## src/design/oscl_pkg.sv

```systemverilog
// Shared types and constants for the occlusion span clip list.
// Used by the controller, the datapath, the top level and the checker.
package oscl_pkg;

  localparam int MAX_RANGES = 32;
  localparam int IDX_W      = $clog2(MAX_RANGES);
  localparam int CNT_W      = $clog2(MAX_RANGES + 1);
  localparam int FRAG_W     = 11;
  localparam int VW_W       = 12;
  localparam int COL_W      = 14;

  typedef logic signed [COL_W-1:0] col_t;

  localparam col_t LOW_MARK  = col_t'(-4096);
  localparam col_t HIGH_MARK = col_t'(4095);

  localparam logic [1:0] REQ_SOLID = 2'd0;
  localparam logic [1:0] REQ_PASS  = 2'd1;
  localparam logic [1:0] REQ_CLEAR = 2'd2;

  typedef struct packed {
    logic [1:0]        req_type;
    logic [FRAG_W-1:0] span_first;
    logic [FRAG_W-1:0] span_last;
  } req_t;

  typedef struct packed {
    logic              frag_valid;
    logic [FRAG_W-1:0] frag_first;
    logic [FRAG_W-1:0] frag_last;
    logic              last_of_run;
    logic              overflow;
  } res_t;

  typedef struct packed {
    col_t start_col;
    col_t end_col;
  } entry_t;

  typedef enum logic [1:0] {RD_ZERO, RD_NEXT, RD_PTR} rd_sel_t;

  typedef enum logic [2:0] {
    WR_NONE, WR_NEW, WR_HELD, WR_SEG, WR_MOVE, WR_SENT_LO, WR_SENT_HI
  } wr_sel_t;

  typedef enum logic [2:0] {
    EM_NONE, EM_EMPTY, EM_SPAN, EM_LEFT, EM_GAP, EM_TAIL
  } em_sel_t;

  typedef enum logic [1:0] {SEG_HOLD, SEG_OPEN, SEG_END_E, SEG_END_L} seg_op_t;

  typedef enum logic [1:0] {CNT_HOLD, CNT_INIT, CNT_INC, CNT_SUB} cnt_op_t;

  typedef struct packed {
    logic    load;
    rd_sel_t rd_sel;
    wr_sel_t wr_sel;
    em_sel_t em_sel;
    logic    em_last;
    logic    em_ovf;
    logic    ptr_inc;
    logic    base_set;
    logic    held_load;
    seg_op_t seg_op;
    logic    gap_inc;
    cnt_op_t cnt_op;
  } cmd_t;

  typedef struct packed {
    logic in_clear;
    logic in_clip;
    logic solid;
    logic touch;
    logic left;
    logic ahead;
    logic covered;
    logic full;
    logic ptr_at_cnt;
    logic ptr_at_top;
    logic gap_zero;
  } stat_t;

endpackage

```

## src/design/occlusion_span_clip_list.sv

```systemverilog
// Top level of the occlusion span clip list with its configuration register.
// Depends on oscl_pkg, oscl_ctrl and oscl_dp.
//
// A request item is taken at a clock edge where start is high and busy is
// low. It clips [span_first, span_last] against the stored list of covered
// column ranges. Every visible fragment comes out as one result item on res,
// marked by res_strobe for a single cycle; the final item of a request has
// last_of_run set, and a request with no visible fragment gives one empty
// item. The receiver cannot stall, so results are never held back.
// The first result follows the scan that finds the first touching range. The
// range memory, with one read and one write port, is walked one entry per
// cycle for the scan, the insert shift or the removal of swallowed ranges.
// After reset the two sentinel entries are written with busy high and
// view_width returns to 320. view_width sits at byte address 0 of the APB
// port and is used at the next clear or reset.
module occlusion_span_clip_list (
  input  logic           clk,
  input  logic           rst,
  input  logic           start,
  output logic           busy,
  input  oscl_pkg::req_t req,
  output logic           res_strobe,
  output oscl_pkg::res_t res,
  input  logic           psel,
  input  logic           penable,
  input  logic           pwrite,
  input  logic [1:0]     paddr,
  input  logic [31:0]    pwdata,
  output logic [31:0]    prdata,
  output logic           pready
);

  localparam logic [1:0] REG_VIEW_WIDTH = 2'd0;
  localparam logic [oscl_pkg::VW_W-1:0] VIEW_WIDTH_RST = 12'd320;

  logic [oscl_pkg::VW_W-1:0] view_width;
  oscl_pkg::cmd_t            cmd;
  oscl_pkg::stat_t           stat;

  assign pready = 1'b1;
  assign prdata = (paddr == REG_VIEW_WIDTH) ?
                  {{(32-oscl_pkg::VW_W){1'b0}}, view_width} : 32'd0;

  always_ff @(posedge clk) begin
    if (rst) begin
      view_width <= VIEW_WIDTH_RST;
    end else if (psel && penable && pwrite && (paddr == REG_VIEW_WIDTH)) begin
      view_width <= pwdata[oscl_pkg::VW_W-1:0];
    end
  end

  oscl_ctrl u_ctrl (
    .clk   (clk),
    .rst   (rst),
    .start (start),
    .stat  (stat),
    .busy  (busy),
    .cmd   (cmd)
  );

  oscl_dp u_dp (
    .clk        (clk),
    .rst        (rst),
    .req        (req),
    .view_width (view_width),
    .cmd        (cmd),
    .stat       (stat),
    .res_strobe (res_strobe),
    .res        (res)
  );

endmodule

```

## src/design/oscl_ctrl.sv

```systemverilog
// Controller state machine of the occlusion span clip list.
// Depends on oscl_pkg for the command and status types.
module oscl_ctrl (
  input  logic           clk,
  input  logic           rst,
  input  logic           start,
  input  oscl_pkg::stat_t stat,
  output logic           busy,
  output oscl_pkg::cmd_t cmd
);

  typedef enum logic [2:0] {
    S_IDLE, S_CLR_LO, S_CLR_HI, S_SCAN, S_SHIFT, S_MERGE, S_WRITE, S_COMPACT
  } state_t;

  state_t state;
  state_t state_next;

  always_ff @(posedge clk) begin
    if (rst) begin
      state <= S_CLR_LO;
      busy  <= 1'b1;
    end else begin
      state <= state_next;
      busy  <= (state_next != S_IDLE);
    end
  end

  always_comb begin
    state_next    = state;
    cmd.load      = 1'b0;
    cmd.rd_sel    = oscl_pkg::RD_NEXT;
    cmd.wr_sel    = oscl_pkg::WR_NONE;
    cmd.em_sel    = oscl_pkg::EM_NONE;
    cmd.em_last   = 1'b0;
    cmd.em_ovf    = 1'b0;
    cmd.ptr_inc   = 1'b0;
    cmd.base_set  = 1'b0;
    cmd.held_load = 1'b0;
    cmd.seg_op    = oscl_pkg::SEG_HOLD;
    cmd.gap_inc   = 1'b0;
    cmd.cnt_op    = oscl_pkg::CNT_HOLD;
    unique case (state)
      S_IDLE: begin
        cmd.rd_sel = oscl_pkg::RD_ZERO;
        if (start) begin
          cmd.load = 1'b1;
          if (stat.in_clear) begin
            cmd.em_sel  = oscl_pkg::EM_EMPTY;
            cmd.em_last = 1'b1;
            state_next  = S_CLR_LO;
          end else if (stat.in_clip) begin
            state_next = S_SCAN;
          end else begin
            cmd.em_sel  = oscl_pkg::EM_EMPTY;
            cmd.em_last = 1'b1;
          end
        end
      end
      S_CLR_LO: begin
        cmd.wr_sel = oscl_pkg::WR_SENT_LO;
        state_next = S_CLR_HI;
      end
      S_CLR_HI: begin
        cmd.wr_sel = oscl_pkg::WR_SENT_HI;
        cmd.cnt_op = oscl_pkg::CNT_INIT;
        state_next = S_IDLE;
      end
      S_SCAN: begin
        if (!stat.touch) begin
          cmd.ptr_inc = 1'b1;
        end else begin
          cmd.base_set = 1'b1;
          if (stat.left && stat.ahead) begin
            cmd.em_sel  = oscl_pkg::EM_SPAN;
            cmd.em_last = 1'b1;
            cmd.em_ovf  = stat.solid && stat.full;
            if (stat.solid && !stat.full) begin
              cmd.wr_sel    = oscl_pkg::WR_NEW;
              cmd.held_load = 1'b1;
              cmd.ptr_inc   = 1'b1;
              state_next    = S_SHIFT;
            end else begin
              state_next = S_IDLE;
            end
          end else begin
            cmd.seg_op = oscl_pkg::SEG_OPEN;
            if (stat.covered) begin
              cmd.em_sel  = stat.left ? oscl_pkg::EM_LEFT : oscl_pkg::EM_EMPTY;
              cmd.em_last = 1'b1;
              state_next  = stat.solid ? S_WRITE : S_IDLE;
            end else begin
              if (stat.left) begin
                cmd.em_sel = oscl_pkg::EM_LEFT;
              end
              cmd.ptr_inc = 1'b1;
              state_next  = S_MERGE;
            end
          end
        end
      end
      S_SHIFT: begin
        cmd.wr_sel    = oscl_pkg::WR_HELD;
        cmd.held_load = 1'b1;
        if (stat.ptr_at_cnt) begin
          cmd.cnt_op = oscl_pkg::CNT_INC;
          state_next = S_IDLE;
        end else begin
          cmd.ptr_inc = 1'b1;
        end
      end
      S_MERGE: begin
        if (!stat.ahead) begin
          cmd.em_sel  = oscl_pkg::EM_GAP;
          cmd.em_last = stat.covered;
          cmd.seg_op  = oscl_pkg::SEG_END_E;
          cmd.gap_inc = 1'b1;
          cmd.ptr_inc = 1'b1;
          if (stat.covered) begin
            state_next = stat.solid ? S_WRITE : S_IDLE;
          end
        end else begin
          cmd.em_sel  = oscl_pkg::EM_TAIL;
          cmd.em_last = 1'b1;
          cmd.seg_op  = oscl_pkg::SEG_END_L;
          state_next  = stat.solid ? S_WRITE : S_IDLE;
        end
      end
      S_WRITE: begin
        cmd.rd_sel = oscl_pkg::RD_PTR;
        cmd.wr_sel = oscl_pkg::WR_SEG;
        if (stat.gap_zero) begin
          state_next = S_IDLE;
        end else if (stat.ptr_at_cnt) begin
          cmd.cnt_op = oscl_pkg::CNT_SUB;
          state_next = S_IDLE;
        end else begin
          state_next = S_COMPACT;
        end
      end
      S_COMPACT: begin
        cmd.wr_sel = oscl_pkg::WR_MOVE;
        if (stat.ptr_at_top) begin
          cmd.cnt_op = oscl_pkg::CNT_SUB;
          state_next = S_IDLE;
        end else begin
          cmd.ptr_inc = 1'b1;
        end
      end
    endcase
  end

endmodule

```

## src/design/oscl_dp.sv

```systemverilog
// Datapath of the occlusion span clip list: range memory, pointers,
// comparators and the result register. Depends on oscl_pkg.
module oscl_dp (
  input  logic                          clk,
  input  logic                          rst,
  input  oscl_pkg::req_t                req,
  input  logic [oscl_pkg::VW_W-1:0]     view_width,
  input  oscl_pkg::cmd_t                cmd,
  output oscl_pkg::stat_t               stat,
  output logic                          res_strobe,
  output oscl_pkg::res_t                res
);

  localparam int IDX_W  = oscl_pkg::IDX_W;
  localparam int CNT_W  = oscl_pkg::CNT_W;
  localparam int COL_W  = oscl_pkg::COL_W;
  localparam int FRAG_W = oscl_pkg::FRAG_W;
  localparam int VW_W   = oscl_pkg::VW_W;

  oscl_pkg::entry_t mem [oscl_pkg::MAX_RANGES];
  oscl_pkg::entry_t rd_data;
  oscl_pkg::entry_t held;
  oscl_pkg::entry_t wdata;
  oscl_pkg::req_t   req_q;

  logic [CNT_W-1:0] cnt;
  logic [CNT_W-1:0] ptr;
  logic [IDX_W-1:0] base;
  logic [IDX_W-1:0] gap;
  logic [IDX_W-1:0] raddr;
  logic [IDX_W-1:0] waddr;
  logic [CNT_W-1:0] move_addr;
  logic             we;

  oscl_pkg::col_t seg_start;
  oscl_pkg::col_t seg_end;
  oscl_pkg::col_t fc;
  oscl_pkg::col_t lc;
  oscl_pkg::col_t fm1;
  oscl_pkg::col_t sm1;
  oscl_pkg::col_t ep1;
  oscl_pkg::col_t vw_c;
  oscl_pkg::col_t em_first;
  oscl_pkg::col_t em_last_col;
  oscl_pkg::col_t s;
  oscl_pkg::col_t e;

  assign s    = rd_data.start_col;
  assign e    = rd_data.end_col;
  assign fc   = oscl_pkg::col_t'({{(COL_W-FRAG_W){1'b0}}, req_q.span_first});
  assign lc   = oscl_pkg::col_t'({{(COL_W-FRAG_W){1'b0}}, req_q.span_last});
  assign vw_c = oscl_pkg::col_t'({{(COL_W-VW_W){1'b0}}, view_width});
  assign fm1  = fc - oscl_pkg::col_t'(1);
  assign sm1  = s - oscl_pkg::col_t'(1);
  assign ep1  = seg_end + oscl_pkg::col_t'(1);
  assign move_addr = ptr - {1'b0, gap};

  assign stat.in_clear   = (req.req_type == oscl_pkg::REQ_CLEAR);
  assign stat.in_clip    = ((req.req_type == oscl_pkg::REQ_SOLID) ||
                            (req.req_type == oscl_pkg::REQ_PASS)) &&
                           (req.span_last >= req.span_first);
  assign stat.solid      = (req_q.req_type == oscl_pkg::REQ_SOLID);
  assign stat.touch      = (e >= fm1);
  assign stat.left       = (fc < s);
  assign stat.ahead      = (lc < sm1);
  assign stat.covered    = (lc <= e);
  assign stat.full       = (cnt >= CNT_W'(oscl_pkg::MAX_RANGES));
  assign stat.ptr_at_cnt = (ptr == cnt);
  assign stat.ptr_at_top = (ptr == cnt - CNT_W'(1));
  assign stat.gap_zero   = (gap == '0);

  always_comb begin
    unique case (cmd.rd_sel)
      oscl_pkg::RD_ZERO: raddr = '0;
      oscl_pkg::RD_PTR:  raddr = ptr[IDX_W-1:0];
      default:           raddr = IDX_W'(ptr + CNT_W'(1));
    endcase
  end

  always_comb begin
    we    = 1'b1;
    waddr = ptr[IDX_W-1:0];
    wdata = held;
    unique case (cmd.wr_sel)
      oscl_pkg::WR_NEW: begin
        wdata.start_col = fc;
        wdata.end_col   = lc;
      end
      oscl_pkg::WR_HELD: begin
        wdata = held;
      end
      oscl_pkg::WR_SEG: begin
        waddr           = base;
        wdata.start_col = seg_start;
        wdata.end_col   = seg_end;
      end
      oscl_pkg::WR_MOVE: begin
        waddr = move_addr[IDX_W-1:0];
        wdata = rd_data;
      end
      oscl_pkg::WR_SENT_LO: begin
        waddr           = IDX_W'(0);
        wdata.start_col = oscl_pkg::LOW_MARK;
        wdata.end_col   = oscl_pkg::col_t'(-1);
      end
      oscl_pkg::WR_SENT_HI: begin
        waddr           = IDX_W'(1);
        wdata.start_col = vw_c;
        wdata.end_col   = oscl_pkg::HIGH_MARK;
      end
      default: begin
        we = 1'b0;
      end
    endcase
  end

  always_ff @(posedge clk) begin
    if (we) begin
      mem[waddr] <= wdata;
    end
    rd_data <= mem[raddr];
  end

  always_ff @(posedge clk) begin
    if (cmd.load) begin
      req_q <= req;
    end
    if (cmd.load) begin
      ptr <= '0;
    end else if (cmd.ptr_inc) begin
      ptr <= ptr + CNT_W'(1);
    end
    if (cmd.load) begin
      gap <= '0;
    end else if (cmd.gap_inc) begin
      gap <= gap + IDX_W'(1);
    end
    if (cmd.base_set) begin
      base <= ptr[IDX_W-1:0];
    end
    if (cmd.held_load) begin
      held <= rd_data;
    end
    unique case (cmd.seg_op)
      oscl_pkg::SEG_OPEN: begin
        seg_start <= stat.left ? fc : s;
        seg_end   <= e;
      end
      oscl_pkg::SEG_END_E: seg_end <= e;
      oscl_pkg::SEG_END_L: seg_end <= lc;
      default: ;
    endcase
  end

  always_ff @(posedge clk) begin
    if (rst) begin
      cnt <= CNT_W'(2);
    end else begin
      unique case (cmd.cnt_op)
        oscl_pkg::CNT_INIT: cnt <= CNT_W'(2);
        oscl_pkg::CNT_INC:  cnt <= cnt + CNT_W'(1);
        oscl_pkg::CNT_SUB:  cnt <= cnt - {1'b0, gap};
        default: ;
      endcase
    end
  end

  always_comb begin
    unique case (cmd.em_sel)
      oscl_pkg::EM_SPAN: begin
        em_first    = fc;
        em_last_col = lc;
      end
      oscl_pkg::EM_LEFT: begin
        em_first    = fc;
        em_last_col = sm1;
      end
      oscl_pkg::EM_GAP: begin
        em_first    = ep1;
        em_last_col = sm1;
      end
      oscl_pkg::EM_TAIL: begin
        em_first    = ep1;
        em_last_col = lc;
      end
      default: begin
        em_first    = '0;
        em_last_col = '0;
      end
    endcase
  end

  always_ff @(posedge clk) begin
    if (rst) begin
      res_strobe <= 1'b0;
    end else begin
      res_strobe <= (cmd.em_sel != oscl_pkg::EM_NONE);
    end
    if (cmd.em_sel != oscl_pkg::EM_NONE) begin
      res.frag_valid  <= (cmd.em_sel != oscl_pkg::EM_EMPTY);
      res.frag_first  <= em_first[FRAG_W-1:0];
      res.frag_last   <= em_last_col[FRAG_W-1:0];
      res.last_of_run <= cmd.em_last;
      res.overflow    <= cmd.em_ovf;
    end
  end

endmodule

```

## config.mk

```make
export PLATFORM = sky130hd
export DESIGN_NAME = occlusion_span_clip_list
export DESIGN_NICKNAME = d
export VERILOG_FILES = /design/src/design/oscl_pkg.sv /design/src/design/occlusion_span_clip_list.sv /design/src/design/oscl_ctrl.sv /design/src/design/oscl_dp.sv
export SDC_FILE = /design/constraint.sdc
export NUM_CORES = 2
export LEC_CHECK = 0
export BUFFER_PORTS_ARGS = -buffer_cell sky130_fd_sc_hd__buf_2
export CAP_MARGIN = 20
export CORE_ASPECT_RATIO = 1.1
export CORE_MARGIN = 2
export CORE_UTILIZATION = 62
export CTS_CLUSTER_DIAMETER = 60
export CTS_CLUSTER_SIZE = 16
export DETAILED_ROUTE_END_ITERATION = 7
export PLACE_DENSITY = 0.76
export SLEW_MARGIN = 20
export SYNTH_ARGS = -nofsm -noshare
export SYNTH_HDL_FRONTEND = slang
export SYNTH_SLANG_ARGS = --single-unit
export TNS_END_PERCENT = 5
```

## constraint.sdc

```tcl
create_clock -name clk -period 6.2 [get_ports clk]
set_clock_uncertainty 0.1 [all_clocks]
set_input_delay 0.93 -clock clk [delete_from_list [all_inputs] [get_ports clk]]
set_output_delay 0.93 -clock clk [all_outputs]
set_load 0.02 [all_outputs]
```

==> key figures <==
Critical path
  • Worst R2R Setup Slack: 0.79 ns
  • Startpoint types: flop
  • Cells along the critical path: or4_1 > nor2_1 > nand2_1 > or3_1 > ha_1 > o21ai_0 > a221o_1 > a31o_2 > a211oi_1 > o211a_2 > o21bai_1 > nand3_1 > buf_4 > nor2_4 > buf_4
  • WP data arrival: 5.59 ns
  • R2R Path Start: u_dp.fc[2]$_DFFE_PP_
  • Crit Path Category: reg2reg
  • Crit path launch: u_dp.fc[2]$_DFFE_PP_
  • Slowest cell on the critical path: or4_1
  • Critical R2R Capture: u_dp.mem[24][10]$_DFFE_PP_
  • Worst r2r path cells: 15
  • Most used cell, CP: buf_4
  • Setup crit end: u_dp.mem[24][10]$_DFFE_PP_
  • Endpoint class of the critical path: flop
  • Max FO, Critical Path: 22
  • Crit path required time: 6.38 ns
  • CP max stage delay: 0.59 ns

Floorplan
  • Die Outline Area: 75990 µm²
  • I/O pins: 124
  • Core ar.: 73130 µm²
  • Die W: 263.0 µm
  • DIE HEIGHT: 288.9 µm
  • # rows: 104
  • Initial Util: 62.56%

Logic synthesis
  • Post-synth EDFFs: 1006
  • Post-Synth Simple-Gate Area: 11.85%
  • Synthesized area per cell: 13.21 µm²
  • YS warnings: 0
  • Post-synth cell types: 77
  • Syn Inst Count: 3464
  • Yosys top cell area share: 66.03%
  • Synth Area in XOR/XNOR: 0.9489%
  • Cell Area, Synth: 45750 µm²
  • Synth area leader: edfxtp_1
  • Most common library cells after synthesis: edfxtp_1, nand2_1, a211oi_1, a311oi_1, and2_1
  • Ys async rst share: 0%
  • Mux cell area share after synthesis: 0.8231%
  • Cell with the most instances after synthesis: edfxtp_1
  • Compound-cell area share of the yosys netlist: 12.61%
  • Synth Area in Adders: 2.056%
  • Synth Register Bits: 1068
  • Post-synthesis sequential area ratio: 68.74%
  • Largest family of logic cells by synthesized area: compound AO/OA/AOI/OAI gates
  • Dominant cells by area after synthesis: edfxtp_1, nand2_1, a311oi_1, a211oi_1, and2_1
  • Post-synth top flop: edfxtp_1

GRT
  • All-Layer GR Usage: 30.68%
  • First-pass GRT wire length: 176200 µm
  • Initial antenna violation count: 3
  • GRT overflow: 0
  • Number of global-route vias before repair: 29390
  • Largest net degree at the start of global routing: 117

STA
  • Final worst path period share: 87.24%
  • Final setup vio count: 0
  • Peak Freq: 0.1849 GHz
  • Setup TNS Final: 0 ns
  • RSZ-0062 raised after global routing: no
  • Worst-Margin Slew: 1.210 ns
  • Slew Limit Fails: 0
  • Slew headroom: 18.29%
  • Hold WS: 0.3994 ns
  • Min Tclk post-route: 5.409 ns
  • Hold Vio Cnt, Final: 0

Detailed routing
  • Vias per cell: 6.722
  • Final ANT Viol Nets: 0
  • DRC: 0
  • First-pass iteration count of the detailed router: 6
  • Drt first-iter violations: 4044
  • DR WL/cell: 26.15 µm
  • Total routed wirelength: 118000 µm
  • Via count: 30330

Cells and area
  • Filler cell count: 4855
  • Antenna diodes: 0
  • Layout net count: 3661
  • FF/Latch Area: 31450 µm²
  • Core Util, Final: 68.99%
  • Area of the multi-input gates: 13480 µm²
  • Area delta synth->final: 10.28%
  • Share of post-route cells with drive strength above 1: 11.69%

CTS
  • Root Driver: clkbuf_16
  • Post-CTS Setup Inserts: 0
  • CTS tree: yes
  • CTS max path bufs: 3
  • Clock sink total: 1068
  • Post_cts resized: 0
  • Reg clk slew, reported paths: 0.07 ns
  • Post-cts hold buffer count: 0
  • Clk_lat worst skew: 0.64 ns
  • Clock buffer count from CTS: 81
  • Htree depth: 3

Outcome
  • Run status: finished clean

Power and ir drop
  • Internal power: 16.48 mW
  • Clock power frac: 17.5%
  • Power Dens Cells: 555.0 nW/µm²
  • Net Sw Power: 11.52 mW
  • Sw Share: 41.14%
  • Static Leak: 16.55 nW
  • Overall Power: 28.00 mW
  • Comb power frac: 43.6%
  • Seq pwr share: 38.9%
  • Worst VDD drop: 0.6473 mV

Job
  • MaxCap Viol Count: 0

Place
  • Final RePlAce weighted congestion: 0.9408
  • DPL Wire Length: 72300 µm
  • Port bufs: 82

Hold path
  • Worst min path class: reg2reg
## cell usage in the layout (no fill, tap or decap), types with 10 or more instances in the layout
cell type	n
xnor2_1	36
xor2_1	10
nor3_1	75
and2_0	18
buf_4	109
nor2_1	57
o311ai_0	26
a22o_1	12
nand2_1	588
ha_1	72
o21ai_0	69
dfxtp_1	60
buf_2	82
inv_1	74
o31ai_1	29
clkbuf_16	82
a211oi_1	232
conb_1	21
nor2b_1	16
and3_1	16
mux2_2	21
nor2_4	32
clkbuf_1	21
a21oi_1	56
or3_1	38
and2_1	226
nand3_1	25
edfxtp_1	1006
a311oi_1	225
mux2i_1	14
buf_12	25
## worst min-delay path by stage
stage / from / endpoint / depth (start not counted)
final: view_width[4]$_SDFFE_PP0P_ / view_width[4]$_SDFFE_PP0P_ / 2
after CTS: req[17] / u_dp.fc[6]$_DFFE_PP_ / 1
after global routing: req[6] / u_dp.lc[6]$_DFFE_PP_ / 1
after floorplan: u_dp.ptr[4]$_SDFFE_PP0P_ / u_dp.base[4]$_DFFE_PP_ / 0
after detailed placement: view_width[4]$_SDFFE_PP0P_ / view_width[4]$_SDFFE_PP0P_ / 2
after global placement: u_dp.ptr[5]$_SDFFE_PP0P_ / u_dp.ptr[5]$_SDFFE_PP0P_ / 2
## final cells by class
class                   instances  share of cell area (%)
clock buffers                 103                   4.223
clock inverters                15                  0.3819
inverters                      74                  0.5505
multi-input cells            2082                   26.71
flip-flops and latches       1068                   62.34
well taps                     954                   2.366
repair buffers                216                   3.427
## routing by layer
layer | up-vias | GRT usage (%) | share of wire (%)
met5 | - | 0 | 0.019
met4 | 4 | 13.51 | 4.3
met3 | 320 | 4.471 | 10
met2 | 1769 | 50.72 | 48
met1 | 14970 | 41.14 | 38
li1 | 13260 | - | -
## state kept, by name, summed over array words and instances (netlist names)
register / count
u_dp.mem: 896
u_dp.held: 28
u_dp.res: 25
u_dp.e: 14
u_dp.s: 14
u_dp.seg_end: 14
u_dp.seg_start: 14
view_width: 12
u_dp.fc: 11
u_dp.lc: 11
u_dp.cnt: 6
u_dp.ptr: 6
u_dp.base: 5
u_dp.gap: 5
u_ctrl.state: 3
u_dp.req_q: 2
u_ctrl.busy: 1
u_dp.res_strobe: 1
## power groups by stage
stage / clock (mW) / sequential (mW) / combinational (mW)
finish: 4.90 / 10.9 / 12.2
detailed placement: 0 / 11.0 / 12.0
CTS: 4.95 / 10.9 / 12.0
global route: 5.20 / 10.9 / 13.1
floorplan: 0 / 10.9 / 7.44
global placement: 0 / 11.0 / 11.4
## metrics by stage
| step | worst slack (ns) | cell area [µm²] | instances |
|---|---|---|---|
| final | 0.7911 | 50460 | 4512 |
| after global routing | 0.5993 | 50460 | 4512 |
| after CTS | 0.8268 | 50440 | 4512 |
| after detailed placement | 0.8703 | 48110 | 4394 |
| after global placement | 0.8409 | 48100 | 4394 |
| after floorplan | 0.8972 | 45820 | 3483 |
## critical path, delay by kind of cell (launching register included)
kind / cells / cell delay, ns
AO/OA/AOI/OAI: 6 / 1.59
adder cells (fa/ha/maj): 1 / 0.34
buffers and inverters: 2 / 0.69
flip-flops: 1 / 0.55
AND/OR/NAND/NOR: 6 / 1.75
## cells by family (layout without fill, tap and decap cells)
group / Yosys count / in the layout
buffers and inverters: 333 / 408
flip-flops: 1068 / 1068
adder cells (fa/ha/maj): 74 / 74
AND/OR/NAND/NOR: 1148 / 1148
other: 2 / 21
multiplexers: 35 / 35
XOR/XNOR: 48 / 48
AO/OA/AOI/OAI: 756 / 756
Note: power is estimated with default switching activity, not from simulation.
